===== config.mk =====
export PLATFORM = sky130hd
export DESIGN_NAME = abpw_regs
export DESIGN_NICKNAME = d
export VERILOG_FILES = /design/src/design/abpw_pkg.sv /design/src/design/abpw_regs.sv
export SDC_FILE = /design/constraint.sdc
export NUM_CORES = 1
export LEC_CHECK = 0
export BUFFER_PORTS_ARGS = -buffer_cell sky130_fd_sc_hd__clkbuf_2
export CAP_MARGIN = 20
export CORE_MARGIN = 10
export CORE_UTILIZATION = 36
export DETAILED_ROUTE_END_ITERATION = 10
export PLACE_DENSITY = 0.76
export REMOVE_ABC_BUFFERS = 1
export SYNTH_ARGS = -nofsm -noshare
export SYNTH_HDL_FRONTEND = slang
export SYNTH_SLANG_ARGS = --single-unit

===== constraint.sdc =====
create_clock -name clk -period 0.8 [get_ports clk]
set_input_delay 0.08 -clock clk [delete_from_list [all_inputs] [get_ports clk]]
set_output_delay 0.08 -clock clk [all_outputs]
set_load 0.01 [all_outputs]

===== src/design/abpw_pkg.sv =====
package abpw_pkg;

  localparam int FRAME_WIDTH_DEF  = 320;
  localparam int FRAME_HEIGHT_DEF = 240;

  localparam int CH_W       = 8;
  localparam int PIX_W      = 3 * CH_W;
  localparam int COORD_W    = 16;
  localparam int CFG_ADDR_W = 3;
  localparam int CFG_DATA_W = 32;

  localparam logic [CH_W-1:0] ALPHA_OPAQUE = 8'hFF;
  localparam logic [CH_W-1:0] ALPHA_CLEAR  = 8'h00;

  localparam logic CMD_WRITE = 1'b0;
  localparam logic CMD_READ  = 1'b1;

  localparam logic REG_MODE = 1'b0;
  localparam logic REG_BG   = 1'b1;

  localparam logic [1:0] MODE_PLAIN      = 2'd0;
  localparam logic [1:0] MODE_BG_MIX     = 2'd1;
  localparam logic [1:0] MODE_STORED_MIX = 2'd2;
  localparam logic [1:0] MODE_UNUSED     = 2'd3;

  typedef enum logic [1:0] {
    ST_WRITTEN     = 2'd0,
    ST_TRANSPARENT = 2'd1,
    ST_OUTSIDE     = 2'd2,
    ST_READ        = 2'd3
  } status_t;

  typedef enum logic [2:0] {
    S_IDLE,
    S_ADDR,
    S_READ,
    S_MIX,
    S_FIN
  } state_t;

  typedef struct packed {
    logic [1:0]       mode;
    logic [PIX_W-1:0] bg;
  } cfg_t;

endpackage


===== src/design/abpw_regs.sv =====
module abpw_regs (
  input  logic                                clk,
  input  logic                                rst_n,
  input  logic                                psel,
  input  logic                                penable,
  input  logic                                pwrite,
  input  logic [abpw_pkg::CFG_ADDR_W-1:0]     paddr,
  input  logic [abpw_pkg::CFG_DATA_W-1:0]     pwdata,
  output logic [abpw_pkg::CFG_DATA_W-1:0]     prdata,
  output logic                                pready,
  output abpw_pkg::cfg_t                      cfg
);

  import abpw_pkg::*;

  logic [1:0]       mode_r;
  logic [PIX_W-1:0] bg_r;
  logic             wr_en;

  assign pready = 1'b1;
  assign wr_en  = psel && penable && pwrite && pready;

  always_ff @(posedge clk) begin
    if (!rst_n) begin
      mode_r <= MODE_STORED_MIX;
      bg_r   <= '0;
    end else if (wr_en) begin
      case (paddr[2])
        REG_MODE: mode_r <= pwdata[1:0];
        REG_BG:   bg_r   <= pwdata[PIX_W-1:0];
        default:  mode_r <= mode_r;
      endcase
    end
  end

  always_comb begin
    case (paddr[2])
      REG_MODE: prdata = {{(CFG_DATA_W-2){1'b0}}, mode_r};
      REG_BG:   prdata = {{(CFG_DATA_W-PIX_W){1'b0}}, bg_r};
      default:  prdata = '0;
    endcase
  end

  assign cfg.mode = mode_r;
  assign cfg.bg   = bg_r;

endmodule


# Word-level counts from Yosys, hierarchy flattened
# Cells that the tools add are included.
[op_classes]
bitwise = 1
n_reduce_logical = 4
muxes = 1
[op_table]
columns = ["op", "count"]
rows = [
  ["case mux 32 bit (2 select lines)", 1],
  ["AND reduction 2 bit", 2],
  ["logical AND 1 bit", 2],
  ["NOT 1 bit", 1],
]
[totals]
elab_cells = 8
output_inout_bits = 59
in_bits = 40
ff_bits = 26

# Logic depth before layout (Yosys ltp)
[logic_depth]
word_depth = 3
ltp_mapped = 4
mapped_depth_nobuf = 2

# Least setup slack after synthesis
# No wires, ideal clock.
[synth_path]
path_type = "input port to flip-flop"
from = "input port pwrite"
to = "register bg_r[0]"
slack_ns = 0.027
setup_time_ns = 0.072
t_arrival_ns = 0.701
cell_stages = 4
required_ns = 0.728
path_cell_list = "and4_1 -> buf_6 -> buf_12 -> mux2i_1"
[synth_between]
elab_chain_cells = 2
[synth_rtl]
columns = ["item", "line_no", "source"]
rows = [
  ["start: declaration", "abpw_regs.sv:6", "input logic pwrite,"],
  ["logical AND 1 bit", "abpw_regs.sv:21", "assign wr_en = psel && penable && pwrite && pready;"],
  ["AND reduction 2 bit (no source line)", "-", ""],
  ["end signal: assignment", "abpw_regs.sv:30", "REG_BG: bg_r <= pwdata[PIX_W-1:0];"],
  ["end: declaration", "abpw_regs.sv:17", "logic [PIX_W-1:0] bg_r;"],
]
# No other way between the ends.
# A chain may end at the register's enable or synchronous reset.

# Worst setup path after layout
[layout_path]
from = "register bg_r[1]"
to = "output port prdata[1] (netlist bit)"
[layout_between]
elab_chain_cells = 1
[layout_rtl]
columns = ["item", "line_no", "source"]
rows = [
  ["case mux 32 bit (2 select lines)", "abpw_regs.sv:37", "case (paddr[2])"],
  ["end: declaration", "abpw_regs.sv:9", "output logic [abpw_pkg::CFG_DATA_W-1:0] prdata,"],
]
# No other way between the ends. The select of a mux whose other input is x is not followed.

==> results by stage <==
Status:
- The run finished, with violations left.
- The final reports fail on negative setup slack.

Clock tree:
- The clock insertion delay at the later pin of the skew report is approximately 0.27 ns.
- CTS built an H-tree with a depth of 1.
- Clock tree synthesis inserted a total of 3 buffers.
- The maximum clock path buffer count is 2.
- The cell at the root of the clock tree is clkbuf_8.
- The cts-stage hold buffer count is 0.
- The clock slew at the register clock pins of the worst setup and hold paths is about 0.09 ns.
- The clock sink total is 26.
- TritonCTS built the clock tree.

Logic synthesis:
- The biggest area contributor in the post-synthesis netlist is dfxtp_1.
- Of the synthesized area, sequential elements account for 0.396.
- Of the post-synthesis cell area, the dominant cell type holds 0.396.
- By instance count, the leading cell after synthesis is nand2_1.
- The cell area after synthesis is 0.00132 mm².
- The number of warnings reported in the yosys synthesis log is 0.
- The most used flip-flop cell after synthesis is dfxtp_1.
- The fraction of registers with async set/reset is 0.
- The synthesized flop and latch total is 26.
- After technology mapping, the gate count stands at roughly 150.
- The mean instance size in the synthesized netlist is 8.71 µm².
- Yosys attributes the largest share of cell area to dfxtp_1 40%, mux2i_1 20%, nand2_1 14%, and2_1 9.5%, buf_4 5.1%.
- Counting distinct cell types in the post-synthesis netlist gives 15.
- The number of synthesized flops with an enable pin is 0.
- Ranked by instance count, the synthesized netlist is headed by 49 x nand2_1, 26 x dfxtp_1, 26 x mux2i_1.

Pwr:
- Of the total power, the clock network draws 0.286.
- The proportion of power drawn by flip-flops and latches is 0.529.
- Summed over all cells, the static leakage comes to between 1 and 1.5 nW.
- The portion of total power attributed to combinational logic is 0.184.
- The switching power is 0.000632 W.
- The cell internal power dissipation is a little under 0.002 W.
- The net switching fraction of the power is 0.248.
- For this design the ratio of total power to cell area is about 1100 mW/mm².
- The worst-case vdd ir drop is between 0.0007 and 0.0008 V.

Route:
- The number of remaining DRC errors is 0.
- Across all layers, the routed design uses 1304 vias.
- The first detailed-routing pass ran for 4 iterations.
- Summed over all layers, the routed wires come to approximately 4500 µm.
- Using the TritonRoute via totals, the vias-per-cell ratio works out to about 4.4.
- The detailed router finished its first iteration with 56 violations.
- The count of nets left with antenna violations once routing finished came out at 0.
- In the final routed layout, each cell accounts on average for between 15 and 20 µm.

Floorplan:
- The initial utilization of the core area, before any placement, comes to 0.382.
- The number of core rows is 21.
- The total area inside the core boundary comes to about 0.0034 mm².
- The total I/O pin count is 99.
- The floorplan die area is about 0.0065 mm².
- Measured along the y axis, the die boundary spans between 80 and 90 µm.
- The die is about 80 µm wide.

Setup path:
- The category of the worst setup path launch point is a flop.
- Tracing the worst setup path back leads to its startpoint at bg_r[1].
- STA classifies the critical path endpoint as a primary output.
- The type of the worst setup path is flop to primary output.
- Traced cell by cell, the critical path runs through mux2_4, buf_6.
- The top cell family by delay on the critical path is flip-flops.
- The critical path arrival is slightly below 1 ns.
- The worst-path cell with the longest stage delay is dfxtp_2.
- Of all nets on the critical path, the largest fanout is 2.
- Data on the critical path is required at its endpoint by between 0.7 and 0.8 ns.
- The peak per-stage delay on the critical path is ~0.35 ns.
- The startpoint identified for the worst register-to-register timing path is bg_r[1].
- The number of buffer and inverter stages on the critical path is 1.

Global routing:
- The global-route wire length before repair is around 5800 µm.
- The leftover overflow at the end of global routing is 0.
- The number of antenna violations at the first check in global routing is 0.
- Across every metal layer, demand over resource in global routing totals 0.110.
- The via count of the first global-routing pass was about 1300.
- Entering global routing, the biggest net connects 32 pins.

Timing:
- The worst clock skew is 0 ns.
- Setup violations remaining at the end of the flow were counted as 44.
- The max-slew violation total from the final report is 0.
- Dividing the final minimum period by the clock period gives 1.34.
- The final count of hold timing violations came to 0.
- Setup repair after global routing could not meet its margin everywhere.
- The fmax is roughly 930 MHz.
- The post-layout minimum cycle time is roughly 1.1 ns.
- The worst-case setup margin in the final layout is -0.274 ns.

Layout:
- Summing all multi-input logic gate instances after layout gives roughly 700 µm².
- The number of diodes is 0.
- The finished layout holds between 200 and 300 standard cells, fillers aside.
- The sequential cell area is 553 µm².
- After routing the design area is 0.00229 mm².
- In the final design database the tool counted 293 nets.
- The post-synthesis to final-layout area growth is 74.1%.
- The share of cells above drive strength 1 is 0.610.
- The number of fill cells is 262.

Place:
- The quantity of I/O buffers inserted on ports is 79.
- Summed over all nets, the half-perimeter wirelength after detailed placement is between 2000 and 3000 µm.
- OpenSTA, run right after detailed placement, puts the worst setup slack at -0.158 ns.
- In this run, placement finished with an instance count of between 200 and 300.
- Once placement finished, the instance area stood at ~0.0018 mm².
- Routability-driven placement finished with a final weighted congestion of 0.753.

Worst hold path:
- The startpoint identified for the worst hold timing path is pwdata[17].
- The worst hold path belongs to the class input port to flop.

Flow run:
- The total of max-cap violations is 0.
==> flip-flops by register name, indices dropped and copies added (netlist names) <==
| signal | count |
|---|---|
| bg_r | 24 |
| mode_r | 2 |
==> final timing paths <==
check	slack, ns	cells past startpoint	end
worst max register to register	-0.10	4	bg_r[1]
worst min register to register	0.47	2	bg_r[13]
worst max-delay path	-0.27	2	prdata[1]
worst min-delay path	0.02	3	bg_r[17]
==> power groups by stage <==
stage	logic [W]	registers (W)	clock network, W
2_1_floorplan	0.000122	0.00138	0
3_3_place_gp	0.000359	0.00137	0
3_5_place_dp	0.000366	0.00137	0
4_1_cts	0.000389	0.00134	0.000743
5_1_grt	0.000511	0.00136	0.000795
6_report	0.000470	0.00135	0.000731
==> layer usage <==
metal	global-route usage	wire length (µm)
met1	0.118	1770
met2	0.197	2390
met3	0.0412	348
met4	0.0264	8
met5	0	0
==> cells by family after synthesis <==
family | share of synthesized area
simple gates | 0.269
mux | 0.215
flops | 0.396
buf+inv | 0.114
other cells | 0.00571
==> stage by stage <==
step                      hold WS [ns]  setup TNS [ns]   util  power, W
after floorplan                  0.222          -12.48      -   0.00150
after global placement           0.310           -2.95  0.513   0.00173
after detailed placement         0.318           -3.70  0.513   0.00174
after CTS                       0.0222           -4.68  0.562   0.00248
after global routing            0.0277           -6.25  0.665   0.00266
final                           0.0203           -4.73  0.665   0.00255
==> placed cells by master (no fill, tap or decap) <==
cell type   n
clkbuf_8    3
conb_1      9
buf_6      44
nand2_2     2
nand2_1    47
mux2i_1    26
nor2b_1     2
buf_12      2
dfxtp_2    26
buf_2      11
buf_8       3
and2_1     12
buf_4      20
nand4b_1    1
mux2_2      1
and2_4     10
mux2_4      1
and4_1      1
clkbuf_2   30
==> layout make-up <==
type / count / area share
clock buffer: 3 / 0.0180
multi-input combinational: 112 / 0.307
sequential: 26 / 0.242
tap: 46 / 0.0251
timing repair buffer: 110 / 0.409
==> worst min-delay path, stage by stage <==
cell and delay (ns):
clkbuf_2 0.08, nand2_1 0.04, mux2i_1 0.05
==> timing repair <==
action	4_1_cts	5_1_grt
resized for setup	33	104
buffers inserted	7	11
setup endpoints to repair	50	50
No activity file was read; power rests on OpenSTA's default activity.
