===== src/design/abpw_pkg.sv =====
package abpw_pkg;

  localparam int FRAME_WIDTH_DEF  = 320;
  localparam int FRAME_HEIGHT_DEF = 240;

  localparam int CH_W       = 8;
  localparam int PIX_W      = 3 * CH_W;
  localparam int COORD_W    = 16;
  localparam int CFG_ADDR_W = 3;
  localparam int CFG_DATA_W = 32;

  localparam logic [CH_W-1:0] ALPHA_OPAQUE = 8'hFF;
  localparam logic [CH_W-1:0] ALPHA_CLEAR  = 8'h00;

  localparam logic CMD_WRITE = 1'b0;
  localparam logic CMD_READ  = 1'b1;

  localparam logic REG_MODE = 1'b0;
  localparam logic REG_BG   = 1'b1;

  localparam logic [1:0] MODE_PLAIN      = 2'd0;
  localparam logic [1:0] MODE_BG_MIX     = 2'd1;
  localparam logic [1:0] MODE_STORED_MIX = 2'd2;
  localparam logic [1:0] MODE_UNUSED     = 2'd3;

  typedef enum logic [1:0] {
    ST_WRITTEN     = 2'd0,
    ST_TRANSPARENT = 2'd1,
    ST_OUTSIDE     = 2'd2,
    ST_READ        = 2'd3
  } status_t;

  typedef enum logic [2:0] {
    S_IDLE,
    S_ADDR,
    S_READ,
    S_MIX,
    S_FIN
  } state_t;

  typedef struct packed {
    logic [1:0]       mode;
    logic [PIX_W-1:0] bg;
  } cfg_t;

endpackage


===== src/design/abpw_blend.sv =====
module abpw_blend (
  input  logic                       clk,
  input  logic                       en,
  input  logic [abpw_pkg::PIX_W-1:0] fresh,
  input  logic [abpw_pkg::PIX_W-1:0] other,
  input  logic [abpw_pkg::CH_W-1:0]  alpha,
  output logic [abpw_pkg::PIX_W-1:0] mixed
);

  import abpw_pkg::*;

  logic [CH_W-1:0]   inv_alpha;
  logic [2*CH_W-1:0] prod_new_r [3];
  logic [2*CH_W-1:0] prod_old_r [3];
  logic [2*CH_W-1:0] sum        [3];

  assign inv_alpha = ALPHA_OPAQUE - alpha;

  for (genvar c = 0; c < 3; c++) begin : g_ch
    always_ff @(posedge clk) begin
      if (en) begin
        prod_new_r[c] <= fresh[c*CH_W +: CH_W] * alpha;
        prod_old_r[c] <= other[c*CH_W +: CH_W] * inv_alpha;
      end
    end
    assign sum[c] = prod_new_r[c] + prod_old_r[c];
    assign mixed[c*CH_W +: CH_W] = sum[c][2*CH_W-1:CH_W];
  end

endmodule


===== config.mk =====
export PLATFORM = sky130hd
export DESIGN_NAME = abpw_blend
export DESIGN_NICKNAME = d
export VERILOG_FILES = /design/src/design/abpw_pkg.sv /design/src/design/abpw_blend.sv
export SDC_FILE = /design/constraint.sdc
export NUM_CORES = 1
export LEC_CHECK = 0
export ABC_CLOCK_PERIOD_IN_PS = 7200
export BUFFER_PORTS_ARGS = -buffer_cell sky130_fd_sc_hd__buf_2
export CORE_MARGIN = 2
export CORE_UTILIZATION = 41
export DETAILED_ROUTE_END_ITERATION = 16
export PLACE_DENSITY = 0.65
export SYNTH_ARGS = -nofsm -noshare
export SYNTH_HDL_FRONTEND = slang
export SYNTH_SLANG_ARGS = --single-unit

===== constraint.sdc =====
create_clock -name clk -period 7.2 [get_ports clk]
set_input_delay 0.72 -clock clk [delete_from_list [all_inputs] [get_ports clk]]
set_output_delay 0.72 -clock clk [all_outputs]
set_load 0.005 [all_outputs]

Word-level counts from Yosys, hierarchy flattened
Memories as Yosys holds them, arrays and structs flattened.
Cells that the tools add are included.
Widths: inputs -> output; s select.
- flip-flop bits (word level): 0
- memory bits (writable): 96
- word-level logic and storage cells: 14
- memories kept: 2
- add/subtract/negate cells: 4
- $mul: 6
- multiplexer cells: 2
- memory list (memory ; words ; bits a word ; rd ports ; clocked after Yosys merged registers in ; write ports ; line ; RTL):
    prod_new_r ; 3 ; 16 ; 3 ; 0 ; 3 ; abpw_blend.sv:13 ; logic [2*CH_W-1:0] prod_new_r [3];
    prod_old_r ; 3 ; 16 ; 3 ; 0 ; 3 ; abpw_blend.sv:14 ; logic [2*CH_W-1:0] prod_old_r [3];
- operator list (cell ; count):
    $mul 8x8->16 ; 6
    $add 16x16->16 ; 3
    $sub 8x8->8 const A ; 1
    $mux 1 ; 2

Longest topological paths before layout
Gate-level depths: netlist of the first run.
- depth in word-level cells: 2
- depth in mapped cells: 18

Least setup slack after synthesis of the first run
OpenSTA, ideal clock, no wires.
- kind: input to register
- from: input alpha[6] (netlist name)
- to: memory prod_old_r[0][47] (netlist name), data pin
- data arrival time: 5.040 ns
- data required time: 6.945 ns
- setup slack: 1.905 ns
- stages: 17
- buffers on the path: 2
- cell sequence: clkbuf_1 clkbuf_1 nand2b_1 fa_1 fa_1 inv_1 fa_1 inv_1 fa_1 inv_1 ha_1 a21oi_1 nand2_1 o21a_1 o41a_1 or4_1 and3_1
- RTL lines (item ; line ; RTL):
    start: declaration ; abpw_blend.sv:6 ; input logic [abpw_pkg::CH_W-1:0] alpha,
    end: declaration ; abpw_blend.sv:14 ;

==> flow_summary.json, run 1 <==
{
  "outcome": "completed",
  "number_of_hold_buffers_added_after_cts": 0,
  "ir_worst_vdd_mv": 0.2819,
  "worst_slew_pin_slew_ns": 0.8724,
  "cts.repair_timing.setup_buffer_count": 0,
  "synth_area_leader_cell": "fa_1",
  "total_standard_cell_area_after_synthesis_mm2": 0.01722,
  "hold_path_startpoint": "fresh[8]",
  "yosysSeqAreaShare": 0.1674,
  "postRouteWirelength_um": 37480,
  "grt_max_degree": 65,
  "final_net_count": 2395,
  "detailedRoute.firstPassIterationCount": 5,
  "drt-vias-per-instance": 5.127,
  "cts-root-buf": "clkbuf_16",
  "critPathCaptureType": "flop",
  "antenna_found_initial": 3,
  "cts.reportedPaths.clkPinSlew_ns": 0.07,
  "pwr_density_cell_mw_per_mm2": 302.2,
  "die_area_mm2": 0.04365,
  "cts_tree": "done",
  "synth_seq_cells": 96,
  "synthesis.instances": 1802,
  "die_width_um": 208.9,
  "chipHeight_um": 208.9,
  "flow.area_growth_from_synthesis_pct": 7.565,
  "finalCritPeriodShare": 0.7562,
  "finish.cell_count_without_fillers": 2409,
  "arrival_time_reported_for_the_critical_path_endpoint_ns": 5.58,
  "critical_path_required_ns": 7.33,
  "layout.filler_cells": 4069,
  "synth_area_per_cell_um2": 9.554,
  "route.detailed.drc": 0,
  "rsz_0062_raised_after_global_routing": "false",
  "fmax_mhz": 183.7,
  "holdPathEnd": "prod_new_r[0][16]",
  "share_of_yosys_cell_area_claimed_by_the_top_area_cell_type": 0.2512,
  "multiInputGateArea_mm2": 0.01304,
  "io-pin-count": 82,
  "htree_num_levels": 3,
  "io_buffers": 81,
  "finalHoldViolCount": 0,
  "hold-worst-slack_ns": 0.7611,
  "floorplan.rows": 75,
  "gpl_wtd_cong": 0.8245,
  "setup.worst_path.class": "in -> reg",
  "layout-drive-gt1-share": 0.06106,
  "setup_violations": 0,
  "clock_sink_count": 96,
  "synth_edf_count": 96,
  "relSlewSlack": 0.4184,
  "dominant_register_cell_in_the_synthesized_netlist": "edfxtp_1",
  "synth.yosys.warnings": 0,
  "globalRoute.totalOverflow": 0,
  "grt_pass1_wl_um": 64860,
  "worst-path-max-fanout": 36,
  "global_route.usage.total": 0.1842,
  "core_mm2": 0.04167,
  "place_hpwl_um": 29990,
  "post-place-cells": 2391,
  "first_global_vias": 13040,
  "seqCellArea_mm2": 0.002883,
  "wl_per_cell_um": 15.56,
  "cts_buffers": 9,
  "start_util": 0.4132,
  "post_synth_main_area_contributors": "fa_1 25%, ha_1 19%, edfxtp_1 17%",
  "route.vias.total": 12350,
  "route.antenna.remaining_nets": 0,
  "hold_path.class": "in -> reg",
  "post_cts_resize_count": 0,
  "worstHoldPathCells": 2,
  "leakagePower_nw": 9.109,
  "setup_tns_ns": 0,
  "synth_async_sr_flop_share": 0,
  "layout_min_cycle_time_ns": 5.444,
  "synthesis.nets": 2334,
  "final_max_slew_viol_count": 0,
  "cap_viol_max_count": 0,
  "cp-start-kind": "input pin",
  "drt_iter0_drc": 487,
  "ys_types": 49,
  "clk_path_buf_depth": 2
}
==> final cells by class <==
class,instances,area share
timing repair buffer,91,0.02608
clock buffer,9,0.01216
tap,539,0.03642
multi-input combinational,1360,0.7039
antenna,3,0.0004054
clock inverter,6,0.003581
inverter,305,0.06182
sequential,96,0.1557
==> through the flow <==
step / power (mW) / setup WS [ns] / cell area [um2] / utilization
6_report: 5.597 / 1.756 / 18520 / 0.4445
5_1_grt: 6.268 / 1.549 / 18520 / 0.4444
4_1_cts: 5.659 / 1.754 / 18510 / 0.4443
3_5_place_dp: 5.102 / 1.396 / 18220 / 0.4373
3_3_place_gp: 5.041 / 1.475 / 18220 / 0.4373
2_1_floorplan: 4.034 / 1.905 / 17220 / -
==> report_power, final <==
part           total (mW)  internal, mW  switching, mW
clock               0.502         0.269          0.234
combinational        4.03          1.82           2.21
sequential           1.06         0.969         0.0915
==> flip-flops by register name, indices dropped and copies added, names as in the netlist <==
name / cells
prod_new_r: 48
prod_old_r: 48
==> worst max path at each step <==
stage,slack [ns],endpoint,startpoint
detailed placement,1.40,prod_old_r[0][47],alpha[2]
global placement,1.48,prod_old_r[0][47],alpha[2]
finish,1.76,prod_old_r[0][47],alpha[2]
floorplan,1.91,prod_old_r[0][47],alpha[6]
CTS,1.75,prod_old_r[0][47],alpha[2]
global route,1.55,prod_new_r[0][13],alpha[2]
==> cells by family (layout without fill, tap and decap cells) <==
family / after synthesis / after routing / share of synthesized area
AOI/OAI and AO/OA: 249 / 249 / 0.09477
xor gates and xnor gates: 73 / 73 / 0.03714
adders and majority gates: 474 / 474 / 0.4387
buffers and inverters: 346 / 411 / 0.07544
DFF: 96 / 96 / 0.1674
other: 0 / 3 / 0
and+or+nand+nor: 564 / 564 / 0.1866
==> critical path, cell delays in order <==
cell	delay, ns
buf_2	0.63
nand2b_1	0.23
fa_1	0.42
fa_1	0.55
inv_1	0.05
fa_1	0.48
inv_1	0.05
fa_1	0.48
inv_1	0.04
ha_1	0.32
a21oi_1	0.22
nand2_1	0.12
o21a_1	0.22
o41a_1	0.37
or4_1	0.48
and3_1	0.17
==> synth_stat cells (2+ instances only) <==
library cell and count:
a2111oi_0 6, a211o_1 5, a211oi_1 18, a21boi_0 5, a21o_1 35, a21oi_1 60
a22oi_1 3, a2bb2oi_1 2, a31o_2 3, a31oi_1 9, and2_1 158, and3_1 13
and4_1 2, clkbuf_1 41, edfxtp_1 96, fa_1 216, ha_1 258, inv_1 305
nand2_1 64, nand2b_1 42, nand3_1 12, nand4_1 10, nor2_1 57, nor2b_1 167
nor3_1 20, nor3b_1 2, nor4_1 7, o2111a_1 2, o211ai_1 6, o21a_1 18
o21ai_0 49, o21bai_1 7, o2bb2ai_1 2, o31a_1 4, o31ai_1 9, or2_2 4
or4_1 2, xnor2_1 49, xor2_1 24
==> metal layers <==
layer | wire [um] | GRT usage | up-vias | part of all wire
met5 | 0 | 0 | - | 0
met4 | 722 | 0.04951 | 0 | 0.019
met3 | 1087 | 0.02765 | 45 | 0.029
met2 | 18000 | 0.3122 | 159 | 0.48
met1 | 17670 | 0.2463 | 6127 | 0.47
li1 | - | - | 6020 | -
==> layout by cell type, fill, tap and decap left out, drive strengths merged, types with 10 or more instances in the layout <==
cell type / netlist / layout
nand2: 64 / 64
nand2b: 42 / 42
and2: 158 / 158
fa: 216 / 216
nand4: 10 / 10
and3: 13 / 13
a211oi: 18 / 18
xnor2: 49 / 49
a21oi: 60 / 60
inv: 305 / 307
xor2: 24 / 24
o21a: 18 / 18
ha: 258 / 258
nor2b: 168 / 168
buf: 0 / 91
nor3: 20 / 20
o21ai: 49 / 49
nor2: 57 / 57
nand3: 12 / 12
a21o: 35 / 35
edfxtp: 96 / 96
Note: power is estimated with default switching activity, not from simulation.
==> inputs of run 2 (changes only) <==
--- a/config.mk
+++ b/config.mk
@@ -5,12 +5,12 @@
 export SDC_FILE = /design/constraint.sdc
 export NUM_CORES = 1
 export LEC_CHECK = 0
-export ABC_CLOCK_PERIOD_IN_PS = 7200
+export ABC_CLOCK_PERIOD_IN_PS = 5000
 export BUFFER_PORTS_ARGS = -buffer_cell sky130_fd_sc_hd__buf_2
 export CORE_MARGIN = 2
 export CORE_UTILIZATION = 41
 export DETAILED_ROUTE_END_ITERATION = 16
-export PLACE_DENSITY = 0.65
+export PLACE_DENSITY = 0.67
 export SYNTH_ARGS = -nofsm -noshare
 export SYNTH_HDL_FRONTEND = slang
 export SYNTH_SLANG_ARGS = --single-unit
==> constraint.sdc (replaced) <==
create_clock -name clk -period 5 [get_ports clk]
set_input_delay 0.5 -clock clk [delete_from_list [all_inputs] [get_ports clk]]
set_output_delay 0.5 -clock clk [all_outputs]
set_load 0.005 [all_outputs]
==> flow_summary.json, run 2 (synthesis gave the netlist of run 1 again) <==
{
  "outcome": "completed",
  "grt_max_degree": 66,
  "layout-drive-gt1-share": 0.08220,
  "rsz_0062_raised_after_global_routing": "false",
  "layout_min_cycle_time_ns": 4.643,
  "worst_slew_pin_slew_ns": 0.9542,
  "io_buffers": 81,
  "flow.area_growth_from_synthesis_pct": 9.949,
  "final_net_count": 2437,
  "detailedRoute.firstPassIterationCount": 5,
  "die_area_mm2": 0.04365,
  "place_worst_setup_slack_ns": -0.01043,
  "worst-path-max-fanout": 29,
  "arrival_time_reported_for_the_critical_path_endpoint_ns": 4.87,
  "cts-root-buf": "clkbuf_16",
  "post_cts_resize_count": 0,
  "globalRoute.totalOverflow": 0,
  "layout_commonest_cell": "inv_1",
  "fmax_mhz": 215.4,
  "critical_path_required_ns": 5.22,
  "die_width_um": 208.9,
  "core_mm2": 0.04167,
  "clock_sink_count": 96,
  "post-place-cells": 2433,
  "drt_iter0_drc": 575,
  "hold_path.class": "in -> reg",
  "chipHeight_um": 208.9,
  "setup.worst_path.class": "in -> reg",
  "postRouteWirelength_um": 37120,
  "cts_tree": "done",
  "leakagePower_nw": 9.360,
  "route.vias.total": 12520,
  "number_of_hold_buffers_added_after_cts": 0,
  "grt_pass1_wl_um": 63310,
  "first_global_vias": 12940,
  "hold-worst-slack_ns": 0.5441,
  "global_route.usage.total": 0.1793,
  "finalCritPeriodShare": 0.9287,
  "cts.repair_timing.setup_buffer_count": 0,
  "setup_slack_ns": 0.3566,
  "route.detailed.drc": 0,
  "htree_num_levels": 3,
  "antenna_found_initial": 2,
  "ir_worst_vdd_mv": 0.3347,
  "cap_viol_max_count": 0,
  "layout.filler_cells": 3991,
  "start_util": 0.4132,
  "cts_buffers": 9,
  "gpl_wtd_cong": 0.8514,
  "finalHoldViolCount": 0,
  "largest_registers": "prod_new_r (48), prod_old_r (48)",
  "pwr_density_cell_mw_per_mm2": 437.4,
  "critPathCaptureType": "flop",
  "floorplan.rows": 75,
  "finish.cell_count_without_fillers": 2451,
  "layout_common_cells": "305 x inv_1, 258 x ha_1, 216 x fa_1",
  "drt-vias-per-instance": 5.109,
  "cp-start-kind": "input pin",
  "final_max_slew_viol_count": 0,
  "power.total_mw": 8.279,
  "relSlewSlack": 0.3639,
  "setup_tns_ns": 0,
  "place_hpwl_um": 30290,
  "wl_per_cell_um": 15.15,
  "setup_violations": 0,
  "cts.reportedPaths.clkPinSlew_ns": 0.07,
  "io-pin-count": 82,
  "clk_path_buf_depth": 2,
  "route.antenna.remaining_nets": 0
}
-- run 2: cell count changes in the layout (fill, tap and decap cells not counted) --
cell and delta:
clkinv_2 +1, buf_4 +35, clkinvlp_4 -2, clkinv_4 +1, inv_8 +1, buf_12 +7
diode_2 -1
-- run 2: through the flow --
step | utilization | cell area (um2)
after floorplan | - | 17230
after global placement | 0.4470 | 18620
after detailed placement | 0.4470 | 18620
after CTS | 0.4542 | 18920
after global routing | 0.4543 | 18930
final | 0.4543 | 18930
-- run 2: per-layer routing --
layer | track usage | routed length (um)
met3 | 0.02555 | 1400
met5 | 0 | 0
met1 | 0.2392 | 17170
met4 | 0.04778 | 613
met2 | 0.3057 | 17940
-- run 2: final cells by class --
class                           count  area, um2  area share
Antenna cell                        2      5.005   0.0002644
Clock buffer                        9      225.2     0.01190
Clock inverter                      7      76.32    0.004032
Inverter                          305       1145     0.06048
Multi-Input combinational cell   1360      13040      0.6886
Sequential cell                    96       2883      0.1523
Tap cell                          539      674.4     0.03563
Timing Repair Buffer              133      885.9     0.04680
-- run 2: worst max-delay path: stages --
cell and delay, ns:
buf_2 0.22, buf_4 0.37, nand2_1 0.13, fa_1 0.49, fa_1 0.49, inv_1 0.05
fa_1 0.47, inv_1 0.05, fa_1 0.47, inv_1 0.04, ha_1 0.28, o21a_1 0.18
a21boi_0 0.16, o31ai_1 0.38, or4b_1 0.47, o211ai_1 0.10
-- run 2: report_power, final --
part	leakage (nW)	internal [mW]	switching, mW
Clock	0.150	0.393	0.341
Combinational	8.27	2.78	3.24
Sequential	0.936	1.39	0.122
Total	9.36	4.57	3.71
-- run 2: path summary, 6_finish.rpt --
kind                      start  slack (ns)  cells past startpoint                 to
worst max-delay path   alpha[6]        0.36                     16  prod_new_r[0][13]
worst min-delay path  other[16]        0.54                      2  prod_old_r[0][32]
